<file path="src/rtl/dq_pkg.sv">
// Shared types and constants for the double-ended queue.
`default_nettype none
package dq_pkg;

   localparam int unsigned VALUE_W = 32;
   localparam int unsigned COUNT_W = 11;
   localparam int unsigned KIND_W  = 2;

   typedef enum logic [KIND_W-1:0] {
      KIND_PUSH_FRONT = 2'd0,
      KIND_PUSH_BACK  = 2'd1,
      KIND_POP_FRONT  = 2'd2,
      KIND_POP_BACK   = 2'd3
   } dq_kind_type;

   // Decision taken for one accepted request.
   typedef struct packed {
      logic mem_write;
      logic mem_read;
      logic full_error;
      logic empty_error;
   } dq_op_type;

endpackage
`default_nettype wire

</file>
<file path="src/rtl/dq_ctrl.sv">
// Head, tail and occupancy registers of the queue and the per-request decision.
`default_nettype none
module dq_ctrl
   import dq_pkg::*;
#(
   parameter int unsigned DEPTH = 1024,
   localparam int unsigned AW = (DEPTH > 1) ? $clog2(DEPTH) : 1,
   localparam int unsigned CW = $clog2(DEPTH + 1)
) (
   input  wire logic              clock,
   input  wire logic              reset,
   input  wire logic              fire,
   input  wire logic [KIND_W-1:0] kind,
   output dq_op_type              op,
   output logic      [AW-1:0]     mem_addr,
   output logic      [CW-1:0]     occ_next
);

   localparam logic [AW-1:0] LAST = AW'(DEPTH - 1);

   logic [AW-1:0] head_ff, head_in;
   logic [AW-1:0] tail_ff, tail_in;
   logic [CW-1:0] occ_ff;
   logic [AW-1:0] head_prev, head_next, tail_prev, tail_next;
   logic          is_full, is_empty;

   assign head_prev = (head_ff == '0)   ? LAST : head_ff - 1'b1;
   assign head_next = (head_ff == LAST) ? '0   : head_ff + 1'b1;
   assign tail_prev = (tail_ff == '0)   ? LAST : tail_ff - 1'b1;
   assign tail_next = (tail_ff == LAST) ? '0   : tail_ff + 1'b1;

   assign is_full  = (occ_ff == CW'(DEPTH));
   assign is_empty = (occ_ff == '0);

   always_comb begin
      op       = '0;
      mem_addr = head_ff;
      head_in  = head_ff;
      tail_in  = tail_ff;
      occ_next = occ_ff;
      unique case (dq_kind_type'(kind))
         KIND_PUSH_FRONT: begin
            if (is_full) begin
               op.full_error = 1'b1;
            end else begin
               op.mem_write = 1'b1;
               mem_addr     = head_prev;
               head_in      = head_prev;
               occ_next     = occ_ff + 1'b1;
            end
         end
         KIND_PUSH_BACK: begin
            if (is_full) begin
               op.full_error = 1'b1;
            end else begin
               op.mem_write = 1'b1;
               mem_addr     = tail_ff;
               tail_in      = tail_next;
               occ_next     = occ_ff + 1'b1;
            end
         end
         KIND_POP_FRONT: begin
            if (is_empty) begin
               op.empty_error = 1'b1;
            end else begin
               op.mem_read = 1'b1;
               mem_addr    = head_ff;
               head_in     = head_next;
               occ_next    = occ_ff - 1'b1;
            end
         end
         KIND_POP_BACK: begin
            if (is_empty) begin
               op.empty_error = 1'b1;
            end else begin
               op.mem_read = 1'b1;
               mem_addr    = tail_prev;
               tail_in     = tail_prev;
               occ_next    = occ_ff - 1'b1;
            end
         end
         default: begin
            op = '0;
         end
      endcase
   end

   always_ff @(posedge clock) begin
      if (reset) begin
         head_ff <= '0;
         tail_ff <= '0;
         occ_ff  <= '0;
      end else if (fire) begin
         head_ff <= head_in;
         tail_ff <= tail_in;
         occ_ff  <= occ_next;
      end
   end

endmodule
`default_nettype wire

</file>
<file path="config.mk">
export PLATFORM = sky130hd
export DESIGN_NAME = dq_ctrl
export DESIGN_NICKNAME = d
export VERILOG_FILES = /design/src/rtl/dq_pkg.sv /design/src/rtl/dq_ctrl.sv
export SDC_FILE = /design/constraint.sdc
export NUM_CORES = 1
export LEC_CHECK = 0
export BUFFER_PORTS_ARGS = -buffer_cell sky130_fd_sc_hd__buf_2
export CORE_AREA = 2 2 92 112
export DETAILED_ROUTE_END_ITERATION = 10
export DIE_AREA = 0 0 94 114
export PLACE_DENSITY_LB_ADDON = 0.12
export SYNTH_ARGS = -nofsm -noshare
export SYNTH_HDL_FRONTEND = slang
export SYNTH_SLANG_ARGS = --single-unit
</file>
<file path="constraint.sdc">
create_clock -name clock -period 3.1 [get_ports clock]
set_input_delay 0.155 -clock clock [delete_from_list [all_inputs] [get_ports clock]]
set_output_delay 0.155 -clock clock [all_outputs]
set_load 0.1 [all_outputs]
</file>
After elaboration in Yosys (flattened, before gate mapping):

Cells that the tools add are included.

* $add $sub $neg: 6
* eq/ne operators: 9
* mux-type cells: 24
* reduce and logical (&&, ||, !) cells: 10

Operators with widths (count)
* 10-bit two-way mux: 10
* 10-bit one-hot mux with 2 select lines: 2
* 10-bit one-hot mux with 4 select lines: 1
* 11-bit two-way mux: 2
* 11-bit one-hot mux with 2 select lines: 1
* 10-bit by 1-bit adder with 10-bit output (second input constant): 2
* 10-bit == test (second input constant): 2
* 10-bit zero test: 2
* 10-bit by 1-bit subtractor with 10-bit output (second input constant): 2
* 11-bit by 1-bit adder with 11-bit output (second input constant): 1
* 11-bit == test (second input constant): 1
* 11-bit zero test: 1
* 11-bit by 1-bit subtractor with 11-bit output (second input constant): 1
* 1-bit two-way mux: 8
* 2-bit != test (second input constant): 3
* 2-bit == test (second input constant): 2
* 4-bit AND reduction: 1
* 2-bit nonzero test: 2
* 2-bit OR reduction: 2
* 3-bit AND reduction: 1
* 2-bit by 1-bit == test with 1-bit output (second input constant): 1
* 2-bit zero test: 1

* register bits: 31

Logic depth before layout (Yosys ltp):

* depth after elaboration: 4
* mapped depth: 10

Worst setup path after synthesis:

Ideal clock, no wire load.

* path kind: reg2out
* start: reg occ_ff[1]
* end: out mem_addr[9]
* arrival: 4.890 ns
* setup slack: -1.945 ns
* cell stages (with the launch flop): 10
* path buffers: 2
* cells stage by stage: dfxtp_1 clkbuf_1 inv_1 ha_1 nor4b_2 nand3_1 clkbuf_1 nor2_1 o21ai_0 a32oi_1

* word-level cells in the longest chain between the ends: 3
* elaborated cells between the ends (all ways): 6
* classes of those cells: 1 x eq/ne; 4 x mux; 1 x reduce/logical

Ends and longest elaborated chain
* start: declaration: line dq_ctrl.sv:23 `logic [CW-1:0] occ_ff;`
* start signal: assignment: line dq_ctrl.sv:96 `occ_ff <= occ_next;`
* 11-bit == test / 11-bit zero test (equally long branches): line dq_ctrl.sv:32, dq_ctrl.sv:33
* 10-bit two-way mux (on tied branches)
* 10-bit one-hot mux with 4 select lines *: line dq_ctrl.sv:41 `unique case (dq_kind_type'(kind))`
* end: declaration: line dq_ctrl.sv:15 `output logic [AW-1:0] mem_addr,`

Mark *: on every way between the ends. The rest lies on a longest branch, timed or not.

Worst setup path in the final report:

* start: reg occ_ff[1]
* end: out mem_addr[1]

The elaborated chain is that of the path after synthesis.

==> results.cfg <==
[grt]
grt_pass1_vias = 3585
track_usage_pct = 22.7
use_met3_pct = 2.97
gr-total-overflow = 0
grt_use_met1_pct = 28.0
grt.busiest_layer = met2
grt_pass1_wl_um = 19000
grt_max_degree = 30
antenna_found_initial = 0
grt_use_met2_pct = 40.0

[place]
port_buffers = 29
place_hpwl_um = 8740
gp_congestion = 0.893

[sta]
slew_viol_final = 0
whs_ns = 0.274
fin_skew_ns = 0.00425
rsz0062_at_grt = yes
hold_viol_final = 0
slew_headroom_pct = 54.2
fmax_mhz = 327
min_period_ns = 3.06
setup_violations = 0
tns_ns = 0
period_share_pct = 98.6
worst_slew_pin_slew_ns = 0.687

[floorplan]
rows = 40
core_um2 = 9760
die-area_um2 = 10700
start_util_pct = 34.0
ios = 30
die_w_um = 94
fp.dieH_um = 114

[routing]
drtIter0Drc = 238
via_per_inst = 6.14
wl_um = 11800
postRouteAntennaNets = 0
wl_per_cell_um = 19.4
drcViolationCount = 0
dr.pass1.iters = 5
num_vias = 3747

[setup_path]
worstSetupPathType = reg2out
cp_cell_sequence = inv_4, ha_4, or4b_4, o31ai_4, bufinv_8, and3_4, a221o_1, a221oi_4, buf_12
slowest_stage = or4b_4
cpPeakStageDelay_ns = 0.54
rr_startpoint = occ_ff[1]
arrival_ns = 2.90
ff2ff_path_depth = 7
cpLargestDelayFamily = compound AO/OA/AOI/OAI gates
regToRegSetupSlack_ns = 0.58
worst_ep_required_time_ns = 2.94
cp.buffers_inverters = 3
reg2reg_to = head_ff[5]
crit_path_max_fanout = 9
critPathLaunchType = flop
critical_path.endpoint_type = output port

[final_layout]
drive_gt1_share_pct = 22.3
antenna_cells = 0
synthToLayoutAreaGrowth_pct = 27.3
final_cell_mix = nand2_1 (36), nor2_1 (35), dfxtp_1 (31)
layout_commonest_cell = nand2_1
nNetsFinal = 494

[yosys]
muxShareOfSynthArea_pct = 1.24
avgSynthCellArea_um2 = 7.03
ys_ff_latch = 31
yosysWarnings = 0
synth_simple_gate_area_share_pct = 28.7
synth_xor_xnor_area_share_pct = 5.81
syn_area_um2 = 3320
synth_top_family_by_area = compound AO/OA/AOI/OAI gates
async_flop_share_pct = 0
synth_edf_count = 0
yosys_most_used_dff = dfxtp_1
synth-compound-area-share_pct = 34.7
yosysUniqueCellTypes = 76
synthAdderAreaFrac_pct = 2.26
synth_cells = 472
syn_nets = 483
ys_seq_area_share_pct = 18.7

[power]
ir_drop_mv = 0.462
powerDensity_nw_per_um2 = 799
power_leakage_nw = 1.57

[status]
outcome = finished clean

[cts]
clkLatencyLatePin_ns = 0.28
cts_tree = yes
htree_num_levels = 2
clkSlewWorstSetupHoldPaths_ns = 0.05
numCtsBuffers = 5
cts_sinks = 31
cts_root_buffer = clkbuf_16
clk_path_buf_depth = 2

[run]
maxCapViolations = 0

[hold_path]
holdCritStartpoint = fire
hold_end = occ_ff[1]
hp-class = in2reg
hold_depth = 2
-- worst max-delay path by stage --
stage                          start           to  cells past startpoint
after floorplan            occ_ff[1]  mem_addr[1]                     10
after global placement    head_ff[0]  mem_addr[7]                      8
after detailed placement   occ_ff[1]  mem_addr[4]                      9
after CTS                  occ_ff[1]  mem_addr[4]                      9
after global routing       occ_ff[0]  mem_addr[1]                      9
final                      occ_ff[1]  mem_addr[1]                      9
-- final cells by class --
class | instances | area (µm²)
timing repair buffer | 55 | 566
fill | 1019 | 5540
multi-input combinational | 372 | 2660
inverter | 18 | 83.8
clock inverter | 1 | 5.00
sequential | 31 | 621
clock buffer | 7 | 133
tap | 126 | 158
-- state kept, by name (all words and copies together) (netlist names) --
register  cells
occ_ff       11
head_ff      10
tail_ff      10
-- logic make-up (layout without fill, tap and decap cells) --
family,after synthesis,after routing
flops,31,31
fa+ha+maj,6,6
xor+xnor,22,22
buf+inv,69,81
compound gates,160,160
simple gates,180,180
mux,4,4
-- per-layer routing --
layer	wire length [µm]	up-vias
met5	0	-
met2	6000	103
li1	-	1813
met1	5070	1813
met4	290	0
met3	472	18
-- metrics by stage --
| step | area, µm² | cells | utilization [%] | total power [mW] | setup slack (ns) |
|---|---|---|---|---|---|
| global placement | 4060 | 602 | 41.6 | 2.87 | 0.334 |
| detailed placement | 4060 | 602 | 41.6 | 2.87 | 0.329 |
| finish | 4220 | 610 | 43.3 | 3.37 | 0.0437 |
| global route | 4220 | 610 | 43.3 | 3.54 | -0.0653 |
| floorplan | 3560 | 472 | - | 2.28 | -0.170 |
| CTS | 4190 | 610 | 43.0 | 3.37 | 0.0129 |
-- synth_stat cells (7+ instances only) --
cell	number	share of area [%]
nand3_1	19	2.9
a21oi_1	34	5.1
nand4_1	10	1.9
o21ai_0	30	4.5
xor2_1	9	2.4
inv_1	14	1.6
dfxtp_1	31	19
a31oi_1	10	1.9
xnor2_1	13	3.4
and3_1	7	1.3
clkbuf_1	40	4.5
nand2_1	36	4.1
a21o_1	8	1.8
nor3_1	21	3.2
nor2_1	38	4.3
nor4_1	9	1.7
-- where the power goes --
group          internal [mW]  switching, mW
clock                  0.297          0.188
sequential             0.444         0.0863
combinational          0.787           1.57
total                   1.53           1.85
-- timing repair --
item / 4_1_cts / 5_1_grt
endpoints found under the setup margin: 0 / 8
setup buffers: 0 / 0
hold buffers: 0 / 0
gates resized for setup: 0 / 8
(Power assumes the default switching activity.)
